File: src/wpi_pkg.sv
// ----------------------------------------------------------------------------
// wpi_pkg
// Shared types, widths and codes for the waypoint path interpolator.
// ----------------------------------------------------------------------------
package wpi_pkg;

  localparam int COORD_BITS = 24;
  localparam int STEP_BITS  = 6;
  localparam int DIFF_BITS  = COORD_BITS + 1;
  localparam int MAG_BITS   = COORD_BITS;
  localparam int CNT_BITS   = $clog2(MAG_BITS);
  localparam int AXES       = 3;
  localparam int AXIS_BITS  = 2;

  localparam int APB_DATA_BITS = 32;
  localparam int APB_ADDR_BITS = 3;

  localparam logic [STEP_BITS-1:0] MAX_STEPS   = STEP_BITS'(63);
  localparam logic [STEP_BITS-1:0] STEPS_RESET = STEP_BITS'(8);

  localparam logic REG_STEPS = 1'b0;

  localparam logic [AXIS_BITS-1:0] AXIS_FIRST = AXIS_BITS'(0);
  localparam logic [AXIS_BITS-1:0] AXIS_LAST  = AXIS_BITS'(AXES - 1);

  typedef logic signed [COORD_BITS-1:0] coord_t;
  typedef logic signed [DIFF_BITS-1:0]  diff_t;
  typedef logic [STEP_BITS-1:0]         steps_t;

  typedef enum logic [2:0] {
    ST_IDLE = 3'b001,
    ST_DIV  = 3'b010,
    ST_EMIT = 3'b100
  } state_e;

  typedef struct packed {
    logic   start;
    diff_t  dividend;
    steps_t divisor;
  } div_req_t;

  typedef struct packed {
    logic   done;
    coord_t quotient;
  } div_rsp_t;

endpackage

File: src/wpi_in_if.sv
// ----------------------------------------------------------------------------
// wpi_in_if
// Waypoint channel: valid/ready handshake with one waypoint per beat.
// ----------------------------------------------------------------------------
interface wpi_in_if import wpi_pkg::*; ();
  logic   valid;
  logic   ready;
  logic   new_path;
  coord_t point_x;
  coord_t point_y;
  coord_t point_z;

  modport source (output valid, output new_path, output point_x, output point_y,
                  output point_z, input ready);
  modport sink   (input valid, input new_path, input point_x, input point_y,
                  input point_z, output ready);
endinterface

File: src/wpi_out_if.sv
// ----------------------------------------------------------------------------
// wpi_out_if
// Frame channel: valid/ready handshake with one frame per beat.
// ----------------------------------------------------------------------------
interface wpi_out_if import wpi_pkg::*; ();
  logic   valid;
  logic   ready;
  coord_t frame_x;
  coord_t frame_y;
  coord_t frame_z;
  logic   last_frame;

  modport source (output valid, output frame_x, output frame_y, output frame_z,
                  output last_frame, input ready);
  modport sink   (input valid, input frame_x, input frame_y, input frame_z,
                  input last_frame, output ready);
endinterface

File: src/wpi_cfg.sv
// ----------------------------------------------------------------------------
// wpi_cfg
// APB register slave holding the step count per segment.
// ----------------------------------------------------------------------------
module wpi_cfg import wpi_pkg::*; (
  input  logic                     clk_i,
  input  logic                     rst_ni,
  input  logic                     psel,
  input  logic                     penable,
  input  logic                     pwrite,
  input  logic [APB_ADDR_BITS-1:0] paddr,
  input  logic [APB_DATA_BITS-1:0] pwdata,
  output logic [APB_DATA_BITS-1:0] prdata,
  output logic                     pready,
  output steps_t                   steps_o
);

  steps_t steps_q, steps_d;
  logic   sel_steps;

  assign pready    = 1'b1;
  assign sel_steps = (paddr[APB_ADDR_BITS-1] == REG_STEPS);

  always_comb begin
    steps_d = steps_q;
    if (psel && penable && pwrite && pready && sel_steps) begin
      steps_d = pwdata[STEP_BITS-1:0];
    end
  end

  always_ff @(posedge clk_i or negedge rst_ni) begin
    if (!rst_ni) begin
      steps_q <= STEPS_RESET;
    end else begin
      steps_q <= steps_d;
    end
  end

  assign prdata  = sel_steps ? APB_DATA_BITS'(steps_q) : '0;
  assign steps_o = steps_q;

endmodule

File: src/wpi_divider.sv
// ----------------------------------------------------------------------------
// wpi_divider
// Radix-2 restoring divider, one quotient bit per cycle, truncates toward zero.
// ----------------------------------------------------------------------------
module wpi_divider import wpi_pkg::*; (
  input  logic     clk_i,
  input  logic     rst_ni,
  input  div_req_t req_i,
  output div_rsp_t rsp_o
);

  logic                 busy_q, busy_d;
  logic                 done_q, done_d;
  logic [CNT_BITS-1:0]  cnt_q, cnt_d;
  logic [MAG_BITS-1:0]  dvd_q, dvd_d;
  steps_t               rem_q, rem_d;
  steps_t               dsr_q, dsr_d;
  logic                 neg_q, neg_d;

  logic [DIFF_BITS-1:0] dvd_neg;
  logic [STEP_BITS:0]   trial;
  logic                 fits;

  assign dvd_neg = -req_i.dividend;
  assign trial   = {rem_q, dvd_q[MAG_BITS-1]};
  assign fits    = (trial >= {1'b0, dsr_q});

  always_comb begin
    busy_d = busy_q;
    done_d = 1'b0;
    cnt_d  = cnt_q;
    dvd_d  = dvd_q;
    rem_d  = rem_q;
    dsr_d  = dsr_q;
    neg_d  = neg_q;
    if (req_i.start) begin
      busy_d = 1'b1;
      cnt_d  = '0;
      rem_d  = '0;
      dsr_d  = req_i.divisor;
      neg_d  = req_i.dividend[DIFF_BITS-1];
      dvd_d  = req_i.dividend[DIFF_BITS-1] ? dvd_neg[MAG_BITS-1:0]
                                           : req_i.dividend[MAG_BITS-1:0];
    end else if (busy_q) begin
      // shift in one dividend bit, subtract when the divisor fits
      rem_d = fits ? STEP_BITS'(trial - {1'b0, dsr_q}) : trial[STEP_BITS-1:0];
      dvd_d = {dvd_q[MAG_BITS-2:0], fits};
      cnt_d = cnt_q + 1'b1;
      if (cnt_q == CNT_BITS'(MAG_BITS - 1)) begin
        busy_d = 1'b0;
        done_d = 1'b1;
      end
    end
  end

  always_ff @(posedge clk_i or negedge rst_ni) begin
    if (!rst_ni) begin
      busy_q <= 1'b0;
      done_q <= 1'b0;
      cnt_q  <= '0;
    end else begin
      busy_q <= busy_d;
      done_q <= done_d;
      cnt_q  <= cnt_d;
    end
  end

  always_ff @(posedge clk_i) begin
    dvd_q <= dvd_d;
    rem_q <= rem_d;
    dsr_q <= dsr_d;
    neg_q <= neg_d;
  end

  assign rsp_o.done     = done_q;
  assign rsp_o.quotient = neg_q ? coord_t'(-dvd_q) : coord_t'(dvd_q);

endmodule

File: src/waypoint_path_interpolator.sv
// ----------------------------------------------------------------------------
// waypoint_path_interpolator
// Linear 3D path interpolation between consecutive fixed-point waypoints.
// ----------------------------------------------------------------------------
//  channel | dir | handshake          | payload
//  --------+-----+--------------------+--------------------------------------
//  in_i    | in  | valid / ready      | new_path, point_x/y/z (s24, 20 frac)
//  out_o   | out | valid / ready      | frame_x/y/z (s24, 20 frac), last_frame
//  apb     | in  | psel/penable/pready| steps_per_segment at byte address 0
//
//  A waypoint that opens a path, or arrives with nothing stored, is only
//  stored. For any other waypoint the difference to the stored one is divided
//  by the step count in the shared divider (one bit per cycle, x then y then
//  z), then S+1 frames follow at one per cycle when out_o is ready. Stalls on
//  out_o hold the current frame; in_i is not ready until the last frame beat
//  is taken. Reset clears the stored waypoint and sets the step count to 8.
// ----------------------------------------------------------------------------
module waypoint_path_interpolator import wpi_pkg::*; (
  input  logic                     clk_i,
  input  logic                     rst_ni,
  wpi_in_if.sink                   in_i,
  wpi_out_if.source                out_o,
  input  logic                     psel,
  input  logic                     penable,
  input  logic                     pwrite,
  input  logic [APB_ADDR_BITS-1:0] paddr,
  input  logic [APB_DATA_BITS-1:0] pwdata,
  output logic [APB_DATA_BITS-1:0] prdata,
  output logic                     pready
);

  state_e                state_q, state_d;
  logic                  have_prev_q, have_prev_d;
  logic [AXIS_BITS-1:0]  axis_q, axis_d;
  steps_t                k_q, k_d;
  steps_t                s_q;

  coord_t                prev_q  [AXES];
  coord_t                pt_q    [AXES];
  coord_t                inc_q   [AXES];
  coord_t                frame_q [AXES];

  steps_t                steps;
  steps_t                s_eff;
  div_req_t              div_req;
  div_rsp_t              div_rsp;
  logic                  in_acc;
  logic                  out_acc;
  logic                  seg_start;
  logic                  is_last;
  logic [AXIS_BITS-1:0]  sel_a;
  coord_t                sel_pt;
  coord_t                sel_prev;

  wpi_cfg u_cfg (
    .clk_i   (clk_i),
    .rst_ni  (rst_ni),
    .psel    (psel),
    .penable (penable),
    .pwrite  (pwrite),
    .paddr   (paddr),
    .pwdata  (pwdata),
    .prdata  (prdata),
    .pready  (pready),
    .steps_o (steps)
  );

  wpi_divider u_div (
    .clk_i  (clk_i),
    .rst_ni (rst_ni),
    .req_i  (div_req),
    .rsp_o  (div_rsp)
  );

  // zero means one step, anything above the cap saturates
  assign s_eff = (steps == '0) ? STEP_BITS'(1) : ((steps > MAX_STEPS) ? MAX_STEPS : steps);

  assign in_i.ready = (state_q == ST_IDLE);
  assign in_acc     = in_i.valid && in_i.ready;
  assign out_acc    = out_o.valid && out_o.ready;
  assign seg_start  = in_acc && !in_i.new_path && have_prev_q;
  assign is_last    = (k_q == s_q);

  // next axis to divide: x straight from the port, y and z from the latched point
  assign sel_a    = (axis_q == AXIS_LAST) ? AXIS_FIRST : axis_q + 1'b1;
  assign sel_pt   = (state_q == ST_IDLE) ? in_i.point_x : pt_q[sel_a];
  assign sel_prev = (state_q == ST_IDLE) ? prev_q[AXIS_FIRST] : prev_q[sel_a];

  assign div_req.dividend = diff_t'(sel_pt) - diff_t'(sel_prev);
  assign div_req.divisor  = (state_q == ST_IDLE) ? s_eff : s_q;
  assign div_req.start    = seg_start ||
                            ((state_q == ST_DIV) && div_rsp.done && (axis_q != AXIS_LAST));

  always_comb begin
    state_d     = state_q;
    have_prev_d = have_prev_q;
    axis_d      = axis_q;
    k_d         = k_q;
    case (state_q)
      ST_IDLE: begin
        if (in_acc) begin
          axis_d = AXIS_FIRST;
          if (seg_start) begin
            state_d = ST_DIV;
          end else begin
            have_prev_d = 1'b1;
          end
        end
      end
      ST_DIV: begin
        if (div_rsp.done) begin
          if (axis_q == AXIS_LAST) begin
            state_d = ST_EMIT;
            k_d     = '0;
          end else begin
            axis_d = sel_a;
          end
        end
      end
      ST_EMIT: begin
        if (out_acc) begin
          if (is_last) begin
            state_d     = ST_IDLE;
            have_prev_d = 1'b1;
          end else begin
            k_d = k_q + 1'b1;
          end
        end
      end
      default: begin
        state_d = ST_IDLE;
      end
    endcase
  end

  always_ff @(posedge clk_i or negedge rst_ni) begin
    if (!rst_ni) begin
      state_q     <= ST_IDLE;
      have_prev_q <= 1'b0;
      axis_q      <= AXIS_FIRST;
      k_q         <= '0;
    end else begin
      state_q     <= state_d;
      have_prev_q <= have_prev_d;
      axis_q      <= axis_d;
      k_q         <= k_d;
    end
  end

  // stored waypoint: load on a path start or with nothing stored, or after the last frame beat
  always_ff @(posedge clk_i or negedge rst_ni) begin
    if (!rst_ni) begin
      for (int a = 0; a < AXES; a++) begin
        prev_q[a] <= '0;
      end
    end else if (in_acc && !seg_start) begin
      prev_q[0] <= in_i.point_x;
      prev_q[1] <= in_i.point_y;
      prev_q[2] <= in_i.point_z;
    end else if ((state_q == ST_EMIT) && out_acc && is_last) begin
      for (int a = 0; a < AXES; a++) begin
        prev_q[a] <= pt_q[a];
      end
    end
  end

  // payload: latched point, increments, running frame
  always_ff @(posedge clk_i) begin
    if (seg_start) begin
      pt_q[0] <= in_i.point_x;
      pt_q[1] <= in_i.point_y;
      pt_q[2] <= in_i.point_z;
      s_q     <= s_eff;
    end
    if ((state_q == ST_DIV) && div_rsp.done) begin
      inc_q[axis_q] <= div_rsp.quotient;
      if (axis_q == AXIS_LAST) begin
        for (int a = 0; a < AXES; a++) begin
          frame_q[a] <= prev_q[a];
        end
      end
    end
    if ((state_q == ST_EMIT) && out_acc && !is_last) begin
      for (int a = 0; a < AXES; a++) begin
        frame_q[a] <= frame_q[a] + inc_q[a];
      end
    end
  end

  assign out_o.valid      = (state_q == ST_EMIT);
  assign out_o.frame_x    = frame_q[0];
  assign out_o.frame_y    = frame_q[1];
  assign out_o.frame_z    = frame_q[2];
  assign out_o.last_frame = is_last;

`ifndef SYNTHESIS
  // never take a waypoint while a frame is on offer
  assert property (@(posedge clk_i) disable iff (!rst_ni) !(in_i.ready && out_o.valid))
    else $error("input ready while frames pending");

  // divider finishes only while the sequencer waits for it
  assert property (@(posedge clk_i) disable iff (!rst_ni) div_rsp.done |-> (state_q == ST_DIV))
    else $error("divider done outside divide phase");

  // after the last frame beat, the block is ready for the next waypoint
  assert property (@(posedge clk_i) disable iff (!rst_ni)
    (out_acc && out_o.last_frame) |=> in_i.ready)
    else $error("not ready after last frame");

  // the frame index never passes the latched step count
  assert property (@(posedge clk_i) disable iff (!rst_ni)
    out_o.valid |-> ((k_q <= s_q) && (s_q != '0)))
    else $error("frame index out of range");
`endif

endmodule
File: src/flat_wrapper.sv
// flat-port wrapper written by rule: the top's interface ports become plain ports
module waypoint_path_interpolator_flat import wpi_pkg::*;
  (clk_i, rst_ni, psel, penable, pwrite, paddr, pwdata, prdata, pready, in_i_valid, in_i_new_path, in_i_point_x, in_i_point_y, in_i_point_z, in_i_ready, out_o_valid, out_o_frame_x, out_o_frame_y, out_o_frame_z, out_o_last_frame, out_o_ready);
  wpi_in_if in_i_i ();
  wpi_out_if out_o_i ();
  input  logic clk_i;
  input  logic rst_ni;
  input  logic psel;
  input  logic penable;
  input  logic pwrite;
  input  logic [APB_ADDR_BITS-1:0] paddr;
  input  logic [APB_DATA_BITS-1:0] pwdata;
  output logic [APB_DATA_BITS-1:0] prdata;
  output logic pready;
  input wire logic [$bits(in_i_i.valid)-1:0] in_i_valid;
  input wire logic [$bits(in_i_i.new_path)-1:0] in_i_new_path;
  input wire logic [$bits(in_i_i.point_x)-1:0] in_i_point_x;
  input wire logic [$bits(in_i_i.point_y)-1:0] in_i_point_y;
  input wire logic [$bits(in_i_i.point_z)-1:0] in_i_point_z;
  output wire logic [$bits(in_i_i.ready)-1:0] in_i_ready;
  output wire logic [$bits(out_o_i.valid)-1:0] out_o_valid;
  output wire logic [$bits(out_o_i.frame_x)-1:0] out_o_frame_x;
  output wire logic [$bits(out_o_i.frame_y)-1:0] out_o_frame_y;
  output wire logic [$bits(out_o_i.frame_z)-1:0] out_o_frame_z;
  output wire logic [$bits(out_o_i.last_frame)-1:0] out_o_last_frame;
  input wire logic [$bits(out_o_i.ready)-1:0] out_o_ready;
  assign in_i_i.valid = in_i_valid;
  assign in_i_i.new_path = in_i_new_path;
  assign in_i_i.point_x = in_i_point_x;
  assign in_i_i.point_y = in_i_point_y;
  assign in_i_i.point_z = in_i_point_z;
  assign in_i_ready = in_i_i.ready;
  assign out_o_valid = out_o_i.valid;
  assign out_o_frame_x = out_o_i.frame_x;
  assign out_o_frame_y = out_o_i.frame_y;
  assign out_o_frame_z = out_o_i.frame_z;
  assign out_o_last_frame = out_o_i.last_frame;
  assign out_o_i.ready = out_o_ready;
  waypoint_path_interpolator u_core (.clk_i(clk_i), .rst_ni(rst_ni), .in_i(in_i_i), .out_o(out_o_i), .psel(psel), .penable(penable), .pwrite(pwrite), .paddr(paddr), .pwdata(pwdata), .prdata(prdata), .pready(pready));
endmodule
File: config.mk
export PLATFORM = sky130hd
export DESIGN_NAME = waypoint_path_interpolator_flat
export DESIGN_NICKNAME = d
export VERILOG_FILES = /design/src/wpi_pkg.sv /design/src/wpi_in_if.sv /design/src/wpi_out_if.sv /design/src/wpi_cfg.sv /design/src/wpi_divider.sv /design/src/waypoint_path_interpolator.sv /design/src/flat_wrapper.sv
export SDC_FILE = /design/constraint.sdc
export NUM_CORES = 1
export LEC_CHECK = 0
export ABC_AREA = 1
export ABC_CLOCK_PERIOD_IN_PS = 8200
export BUFFER_PORTS_ARGS = -buffer_cell sky130_fd_sc_hd__buf_2
export CORE_MARGIN = 2
export CORE_UTILIZATION = 50
export DETAILED_ROUTE_END_ITERATION = 10
export PLACE_DENSITY_LB_ADDON = 0.1
export SYNTH_ARGS = -nofsm -noshare
export SYNTH_HDL_FRONTEND = slang
export SYNTH_SLANG_ARGS = --single-unit
File: constraint.sdc
create_clock -name clk_i -period 8.2 [get_ports clk_i]
set_input_delay 0.41 -clock clk_i [delete_from_list [all_inputs] [get_ports clk_i]]
set_output_delay 0.41 -clock clk_i [all_outputs]
set_load 0.02 [all_outputs]
==> results.json, run 1 <==
{
  "std_cell_rows": 75,
  "critPathKind": "reg -> reg",
  "cp_common_cell": "nand2_1",
  "cts_buffers": 41,
  "pre_cts_ws_ns": 2.553,
  "fin_setup_tns_ns": 0,
  "clk_latency_ns": 0.57,
  "cts_root_buf": "clkbuf_16",
  "synth_top_family_by_area": "simple AND/OR/NAND/NOR gates",
  "regToRegSetupSlack_ns": 2.51,
  "critPathSlowestCell": "dfrtp_1",
  "end_kind": "flip-flop",
  "synth_ff_type": "edfxtp_1",
  "status": "completed",
  "drtPass1Iterations": 6,
  "final_nets": 2925,
  "synth_compound_area_share_pct": 14.05,
  "synth-simple-area-share_pct": 21.07,
  "syn_area_sq_um": 21410,
  "slew_violations": 0,
  "remaining_drc_errors": 0,
  "synth_seq_area_share_pct": 47.40,
  "port_buffers": 167,
  "vdd_drop_max_uv": 194.8,
  "vias": 18680,
  "min_path_type": "in -> reg",
  "hpwl_um": 51110,
  "ys_ff_latch": 356,
  "postRouteAntennaNets": 0,
  "synth_xor_area_share_pct": 3.109,
  "area_growth_pct": 12.34,
  "final_area_sq_um": 24050,
  "final_common_cell": "nand2_1",
  "drive_above_1_share_pct": 11.52,
  "skew_ns": 0.01994,
  "wire_per_inst_um": 20.61,
  "ys_warn_count": 0,
  "grt_max_degree": 95,
  "synth_fa_ha_area_share_pct": 6.488,
  "path_cells": "inv_1 -> buf_4 -> nand2_1 -> inv_1 -> o21ai_0 -> inv_1 -> ha_1 -> inv_1 -> fa_1 -> nand3_1 -> nand2_2 -> nand2_1 -> nand2_2 -> nand2_2 -> a21oi_1 -> o21ai_1 -> nand2_2 -> inv_2 -> nand2_1 -> nand2_1 -> nand2_1 -> nand3_1 -> nand2_1",
  "grt_usage_pct": 30.64,
  "finalCritPeriodShare_pct": 69.39,
  "avgSynthCellArea_sq_um": 8.346,
  "cts_tree": "yes",
  "placed_cells": 3197,
  "cap_violations": 0,
  "mostFrequentLayoutCells": "nand2_1 (567), o21ai_0 (283), inv_1 (279), edfxtp_1 (253), nand3_1 (206)",
  "placed_area_sq_um": 22630,
  "gp_congestion": 0.9335,
  "cellLeakagePower_uw": 0.01062,
  "design.die.area_sq_um": 44490,
  "synth.distinct_cells": 52,
  "required_ns": 8.52,
  "muxShareOfSynthArea_pct": 0,
  "synth_top_area_share_pct": 35.49,
  "hold_viol": 0,
  "period_minus_slack_ns": 5.690,
  "die_w_um": 210.9,
  "initial_core_util_pct": 50.81,
  "tightest_slew_ns": 1.146,
  "ctsResizeCount": 0,
  "first_iter_violations": 1601,
  "ios": 223,
  "h-tree-depth": 2,
  "crit_buf_inv": 6,
  "fin_cells": 3275,
  "cp_slowest_stage_delay_ns": 0.77,
  "slew_headroom_pct": 23.39,
  "fmax_ghz": 0.1758,
  "synth_area_leaders": "edfxtp_1 (35%), dfrtp_1 (11%), nand2_1 (10%)",
  "viasPerCell": 5.703,
  "syn_inst": 2565,
  "grt_pass1_wl_um": 103700,
  "gr-total-overflow": 0,
  "synth_edf_count": 253,
  "core_sq_um": 42130,
  "setup_violations": 0,
  "wl_um": 67490,
  "cts_max_path_buffers": 3,
  "arrival_ns": 6.01,
  "die_h_um": 210.9,
  "synth_top_area_cell": "edfxtp_1",
  "setup_ws_ns": 2.510,
  "cp_top_family": "buffers and inverters",
  "async_flop_share_pct": 27.25,
  "start_kind": "flip-flop",
  "grt_setup_unrepaired": "no",
  "power_density_nw_per_um2": 358.7,
  "grt_pass1_vias": 18120,
  "critPathMaxFanout": 35,
  "cts_sinks": 356,
  "antenna_found_initial": 5,
  "clk_pin_slew_ns": 0.07
}
## where the power goes
group	internal [uW]	switching, uW
combinational	1260	2740
sequential	2400	306
clock	1140	770
## state kept, by name (all words and copies together) (netlist names), 5 cells and up
signal / cells
u_core.s_q: 6
u_core.u_cfg.steps_o: 6
u_core.u_div.rem_q: 6
u_core.prev_q: 72
u_core.pt_q: 72
u_core.k_q: 6
u_core.u_div.dvd_q: 24
u_core.frame_q: 72
u_core.u_div.cnt_q: 5
u_core.u_div.dsr_q: 6
u_core.inc_q: 72
## worst paths after layout
| path | startpoint | to | cells past startpoint |
|---|---|---|---|
| max | u_core.axis_q[1] | u_core.u_div.dvd_q[21] | 23 |
| min | in_i_point_y[0] | u_core.pt_q[1][0] | 1 |
| max reg2reg | u_core.axis_q[1] | u_core.u_div.dvd_q[21] | 23 |
| min reg2reg | u_core.u_cfg.steps_o[1] | u_core.s_q[1] | 0 |
| max in group asynchronous | rst_ni | u_core.prev_q[58] | 3 |
| min in group asynchronous | rst_ni | u_core.prev_q[44] | 2 |
## through the flow
stage	total power, uW	util, %	hold slack (ns)
2_1_floorplan	5528	-	0.1144
6_report	8626	57.07	0.02836
4_1_cts	8597	57.07	0.0003884
3_5_place_dp	6667	53.70	0.4341
5_1_grt	9290	57.07	0.01742
3_3_place_gp	6603	53.70	0.4324
## cells by family after synthesis
group,Yosys count
AND/OR/NAND/NOR,1068
AO/OA/AOI/OAI,545
other,2
flip-flops,356
adder cells (fa/ha/maj),108
buffers and inverters,410
XOR/XNOR,76
## repair_timing
| item | CTS | global route |
|---|---|---|
| hold buffers | 1 | 0 |
| buffers inserted | 0 | 0 |
| hold endpoints to repair | 45 | 0 |
## synthesized netlist by cell type, types with 2 or more instances
library cell and n:
a21o_1 2, a21oi_1 119, a31oi_1 46, a41oi_1 21, buf_1 5, buf_2 15
buf_4 30, clkbuf_1 72, conb_1 2, dfrtp_1 95, dfstp_2 2, dfxtp_1 6
edfxtp_1 253, fa_1 5, ha_1 103, inv_1 280, inv_2 6, nand2_1 570
nand2_2 11, nand3_1 206, nand3b_1 4, nand4_1 30, nor2_1 192, nor2_2 5
nor3_1 28, nor3_2 4, o211ai_1 3, o21a_1 5, o21ai_0 283, o21ai_1 5
o21bai_1 13, o22ai_1 36, or2_2 15, xnor2_1 31, xor2_1 45
## layer usage
| metal | wire (um) | track usage, % |
|---|---|---|
| met1 | 30520 | 44.03 |
| met2 | 30600 | 48.82 |
| met3 | 4775 | 4.089 |
| met4 | 1588 | 8.621 |
| met5 | 0 | 0 |
## cell type report
type,instances,area (sq um)
antenna,1,2.502
sequential,356,10150
fill,3931,18090
timing repair buffer,193,1036
tap,539,674.4
inverter,286,1074
clock buffer,58,1232
multi-input combinational,1824,9704
clock inverter,18,177.7
(Power assumes the default switching activity.)
==> inputs of run 2 (changes only) <==
- ABC_CLOCK_PERIOD_IN_PS: 8200 -> 5700
- clock period: 8.2 -> 5.7 ns (I/O delays scaled with it)
==> run 2 against run 1 <==
Worst setup slack worse by 1.5 ns. Largest cell class unchanged. First-iteration DRC count is 4.1% lower. Critical path type unchanged. Global-route usage is 0.97 points higher. Via count is 2.4% higher. Final cell count is 2.5% higher.
==> results.json, run 2 (same netlist as run 1, synthesis figures left out) <==
{
  "cp_slowest_stage_delay_ns": 0.63,
  "rr_endpoint": "u_core.u_div.dvd_q[20]",
  "cts_root_buf": "clkbuf_16",
  "design.die.area_sq_um": 44490,
  "area_growth_pct": 15.99,
  "drtPass1Iterations": 5,
  "slew_violations": 0,
  "cts_tree": "yes",
  "path_cells": "inv_1 -> nor3_2 -> inv_2 -> nand2_1 -> inv_1 -> o21ai_0 -> inv_1 -> ha_1 -> inv_1 -> fa_1 -> nand3_1 -> nand2_2 -> nand2_1 -> nand2_2 -> nand2_2 -> a21oi_1 -> o21ai_1 -> nand2_2 -> inv_2 -> o21ai_0 -> nand2_1 -> nand2_1 -> nand3_1 -> nand2_1",
  "start_kind": "flip-flop",
  "postCtsSetupBuffers": 0,
  "viasPerCell": 5.698,
  "finalCritPeriodShare_pct": 81.58,
  "cts_sinks": 356,
  "cp_top_family": "buffers and inverters",
  "holdPathEnd": "u_core.pt_q[1][20]",
  "arrival_ns": 4.97,
  "postRouteAntennaNets": 0,
  "placed_area_sq_um": 22660,
  "hpwl_um": 52080,
  "clk_latency_ns": 0.57,
  "met2_usage_pct": 50.77,
  "remaining_drc_errors": 0,
  "grt_max_degree": 88,
  "core_sq_um": 42130,
  "grt_pass1_wl_um": 106300,
  "min_path_type": "in -> reg",
  "h-tree-depth": 2,
  "fin_cells": 3358,
  "fin_setup_tns_ns": 0,
  "fmax_ghz": 0.2150,
  "hold_depth": 1,
  "first_iter_violations": 1536,
  "ios": 223,
  "final_nets": 3006,
  "tightest_slew_ns": 1.121,
  "period_minus_slack_ns": 4.650,
  "placed_cells": 3201,
  "mostFrequentLayoutCells": "nand2_1 (567), o21ai_0 (282), inv_1 (279), edfxtp_1 (253), nand3_1 (206)",
  "regToRegSetupSlack_ns": 1.05,
  "skew_ns": 0.02064,
  "hold_viol": 0,
  "grt_setup_unrepaired": "no",
  "clk_pin_slew_ns": 0.06,
  "cap_violations": 0,
  "wire_per_inst_um": 20.80,
  "grt_util_met1_pct": 43.67,
  "std_cell_rows": 75,
  "cts_buffers": 41,
  "initial_core_util_pct": 50.81,
  "power_density_nw_per_um2": 503.1,
  "port_buffers": 167,
  "r2r_cells": 24,
  "gr-total-overflow": 0,
  "die_h_um": 210.9,
  "r2r-start": "u_core.state_q[0]",
  "antenna_found_initial": 5,
  "crit_buf_inv": 6,
  "die_w_um": 210.9,
  "end_kind": "flip-flop",
  "critPathMaxFanout": 24,
  "required_ns": 6.02,
  "critPathSlowestCell": "inv_1",
  "grt-busiest-layer": "met2",
  "final_area_sq_um": 24830,
  "gp_congestion": 0.8989,
  "hp-start": "in_i_point_y[20]",
  "cellLeakagePower_uw": 0.01096,
  "vias": 19130,
  "wl_um": 69860,
  "met3_usage_pct": 5.828,
  "status": "completed",
  "grt_pass1_vias": 18480,
  "cts_max_path_buffers": 3,
  "drive_above_1_share_pct": 11.29,
  "setup_violations": 0,
  "final_common_cell": "nand2_1",
  "critPathKind": "reg -> reg",
  "grt_usage_pct": 31.60,
  "cp_common_cell": "nand2_1",
  "vdd_drop_max_uv": 312.8,
  "slew_headroom_pct": 25.07
}
-- run 2: metrics by stage --
step	power (uW)	utilization, %	hold WS, ns	worst slack, ns
6_report	12490	58.93	0.03163	1.050
5_1_grt	13410	58.92	0.004197	0.5679
4_1_cts	12430	58.91	0.02244	1.114
3_5_place_dp	9642	53.77	0.2835	1.130
3_3_place_gp	9538	53.77	0.2773	1.188
2_1_floorplan	7953	-	-0.01059	1.153
-- run 2: worst max-delay path by stage --
stage / slack [ns] / endpoint / cells after the start / from
after floorplan: 1.15 / u_core.u_div.dvd_q[0] / 9 / u_core.state_q[0]
after global placement: 1.19 / u_core.u_div.dvd_q[23] / 24 / u_core.state_q[0]
after detailed placement: 1.13 / u_core.u_div.dvd_q[20] / 24 / u_core.state_q[0]
after CTS: 1.11 / u_core.u_div.dvd_q[20] / 24 / u_core.state_q[0]
after global routing: 0.57 / u_core.u_div.dvd_q[21] / 24 / u_core.state_q[0]
final: 1.05 / u_core.u_div.dvd_q[20] / 24 / u_core.state_q[0]
-- run 2: per-layer routing --
metal	share of wire, %	wire, um
met2	46	32100
met5	0.033	23
met1	44	30570
met4	2.6	1843
met3	7.6	5324
-- run 2: area by class of cell --
type	instances	area (sq um)
flip-flops and latches	356	10150
fillers	3774	17310
diodes	3	7.507
repair buffers	274	1837
multi-input cells	1824	9704
inverters	286	1074
clock buffers	59	1216
clock inverters	17	168.9
well taps	539	674.4
-- run 2: power breakdown --
part           switching, uW  total, uW  leakage (uW)  internal (uW)
combinational           4010       5870       0.00682           1860
clock                   1100       2720      0.000680           1620
sequential               446       3900       0.00346           3450
total                   5560      12500        0.0110           6930
-- run 2: what timing repair did --
| item | in CTS | in global routing |
|---|---|---|
| endpoints found under the hold margin | 139 | 0 |
| hold buffers | 78 | 0 |
| resized for setup | 0 | 0 |
==> inputs of run 3 (changes only) <==
- ABC_CLOCK_PERIOD_IN_PS: 5700 -> 4600
- clock period: 5.7 -> 4.6 ns (I/O delays scaled with it)
==> run 3 against run 2 <==
Combinational power increased by 23%. Flip-flop and latch count unchanged. Critical path type unchanged. Global-route usage decreased by 0.54 points. Routed wire length decreased by 1.8%. Power increased by 23%.
==> results.json, run 3 (same netlist as run 1, synthesis figures left out) <==
{
  "status": "completed",
  "whs_ns": 0.1097,
  "cap_violations": 0,
  "postRouteAntennaNets": 0,
  "seq_area_sq_um": 10150,
  "mostFrequentLayoutCells": "nand2_1 (567), o21ai_0 (282), inv_1 (279), edfxtp_1 (253), nand3_1 (206)",
  "cp_num_cells": 22,
  "remaining_drc_errors": 0,
  "antenna_found_initial": 3,
  "r2r_cells": 22,
  "path_cells": "inv_1 -> nand2_1 -> o22ai_1 -> o21ai_0 -> o21ai_0 -> ha_1 -> inv_1 -> fa_1 -> nand3_1 -> nand2_2 -> nand2_1 -> nand2_2 -> nand2_2 -> a21oi_1 -> o21ai_1 -> nand2_2 -> inv_2 -> nand2_1 -> nand2_1 -> nand2_1 -> nand3_1 -> nand2_1",
  "required_ns": 4.93,
  "pre_cts_ws_ns": 0.4422,
  "fin_util_pct": 58.96,
  "final_nets": 3008,
  "multiInputGateArea_sq_um": 9704,
  "grt_pass1_vias": 18460,
  "cp_common_cell": "nand2_1",
  "p_total_uw": 15420,
  "arrival_ns": 4.53,
  "core_sq_um": 42130,
  "critPathSlowestCell": "dfrtp_1",
  "clk_pin_slew_ns": 0.06,
  "grt_max_degree": 111,
  "gp_congestion": 0.9417,
  "area_growth_pct": 16.05,
  "cts_tree": "yes",
  "die_h_um": 210.9,
  "h-tree-depth": 2,
  "viasPerCell": 5.667,
  "fin_setup_tns_ns": 0,
  "final_common_cell": "nand2_1",
  "setup_ws_ns": 0.4038,
  "clk_latency_ns": 0.57,
  "slew_headroom_pct": 23.31,
  "cts_root_buf": "clkbuf_16",
  "tightest_slew_ns": 1.150,
  "fmax_ghz": 0.2383,
  "finalCritPeriodShare_pct": 91.22,
  "cts_sinks": 356,
  "std_cell_rows": 75,
  "cp_slowest_stage_delay_ns": 0.47,
  "power_density_nw_per_um2": 620.8,
  "hpwl_um": 51140,
  "start_kind": "flip-flop",
  "die_w_um": 210.9,
  "hold_viol": 0,
  "initial_core_util_pct": 50.81,
  "period_minus_slack_ns": 4.196,
  "setup_violations": 0,
  "critPathKind": "reg -> reg",
  "hold_depth": 6,
  "min_path_type": "in -> reg",
  "drive_above_1_share_pct": 11.15,
  "skew_ns": 0.01772,
  "ctsResizeCount": 0,
  "grt_pass1_wl_um": 104900,
  "cp_top_family": "simple AND/OR/NAND/NOR gates",
  "end_kind": "flip-flop",
  "cts_buffers": 41,
  "gr-total-overflow": 0,
  "crit_buf_inv": 3,
  "wl_um": 68620,
  "design.die.area_sq_um": 44490,
  "ios": 223,
  "drtPass1Iterations": 6,
  "vias": 19030,
  "cts_max_path_buffers": 3,
  "wire_per_inst_um": 20.44,
  "first_iter_violations": 1704,
  "grt_usage_pct": 31.07,
  "port_buffers": 167,
  "grt_setup_unrepaired": "no",
  "critPathMaxFanout": 24,
  "vdd_drop_max_uv": 330.5,
  "fill_cells": 3780,
  "cellLeakagePower_uw": 0.01097,
  "slew_violations": 0
}
[run 3: changes by cell type in the layout (fill, tap and decap cells not counted), sizes merged]
cell / change
clkinvlp: -2
dlygate4sd3: +1
diode: -1
inv: +2
clkbuf: -3
buf: +1
bufinv: +1
[run 3: per-layer routing]
layer	share of wire, %	GRT usage, %
met5	0.020	0
met4	3.0	9.908
met3	7.7	6.348
met2	46	49.88
met1	44	42.41
[run 3: worst paths after layout]
| kind | from | to | slack, ns |
|---|---|---|---|
| max | u_core.axis_q[0] | u_core.u_div.dvd_q[21] | 0.40 |
| max reg2reg | u_core.axis_q[0] | u_core.u_div.dvd_q[21] | 0.40 |
| min in group asynchronous | rst_ni | u_core.u_cfg.steps_o[5] | 0.34 |
| min reg2reg | u_core.u_cfg.steps_o[1] | u_core.s_q[1] | 0.45 |
| max in group asynchronous | rst_ni | u_core.u_div.cnt_q[0] | 3.23 |
| min | in_i_new_path | u_core.state_q[1] | 0.11 |
[run 3: layout make-up]
type,instances,share of cell area (%)
timing repair buffer,276,7.514
inverter,286,4.321
tap,539,2.715
clock inverter,18,0.7857
multi-input combinational,1824,39.06
sequential,356,40.85
clock buffer,56,4.734
antenna,2,0.02015
[run 3: worst reg2reg max path, cell delays in order (launching register included)]
cell	delay, ns
dfrtp_1	0.47
inv_1	0.11
nand2_1	0.36
o22ai_1	0.25
o21ai_0	0.09
o21ai_0	0.11
ha_1	0.17
inv_1	0.07
fa_1	0.42
nand3_1	0.19
nand2_2	0.12
nand2_1	0.12
nand2_2	0.09
nand2_2	0.09
a21oi_1	0.07
o21ai_1	0.16
nand2_2	0.21
inv_2	0.38
nand2_1	0.21
nand2_1	0.10
nand2_1	0.05
nand3_1	0.07
nand2_1	0.05
[run 3: through the flow]
stage | cells | cell area [sq um]
CTS | 3355 | 24840
global placement | 3202 | 22680
finish | 3357 | 24840
floorplan | 2590 | 21500
global route | 3357 | 24840
detailed placement | 3202 | 22680
[run 3: power breakdown]
part | switching, uW | internal [uW] | leakage, uW | total (uW)
Clock | 1360 | 2020 | 0.000677 | 3380
Combinational | 4890 | 2320 | 0.00684 | 7200
Sequential | 559 | 4280 | 0.00346 | 4840
[run 3: timing repair]
action	CTS	global route
buffers inserted	0	0
hold endpoints to repair	204	0
hold buffers	79	0
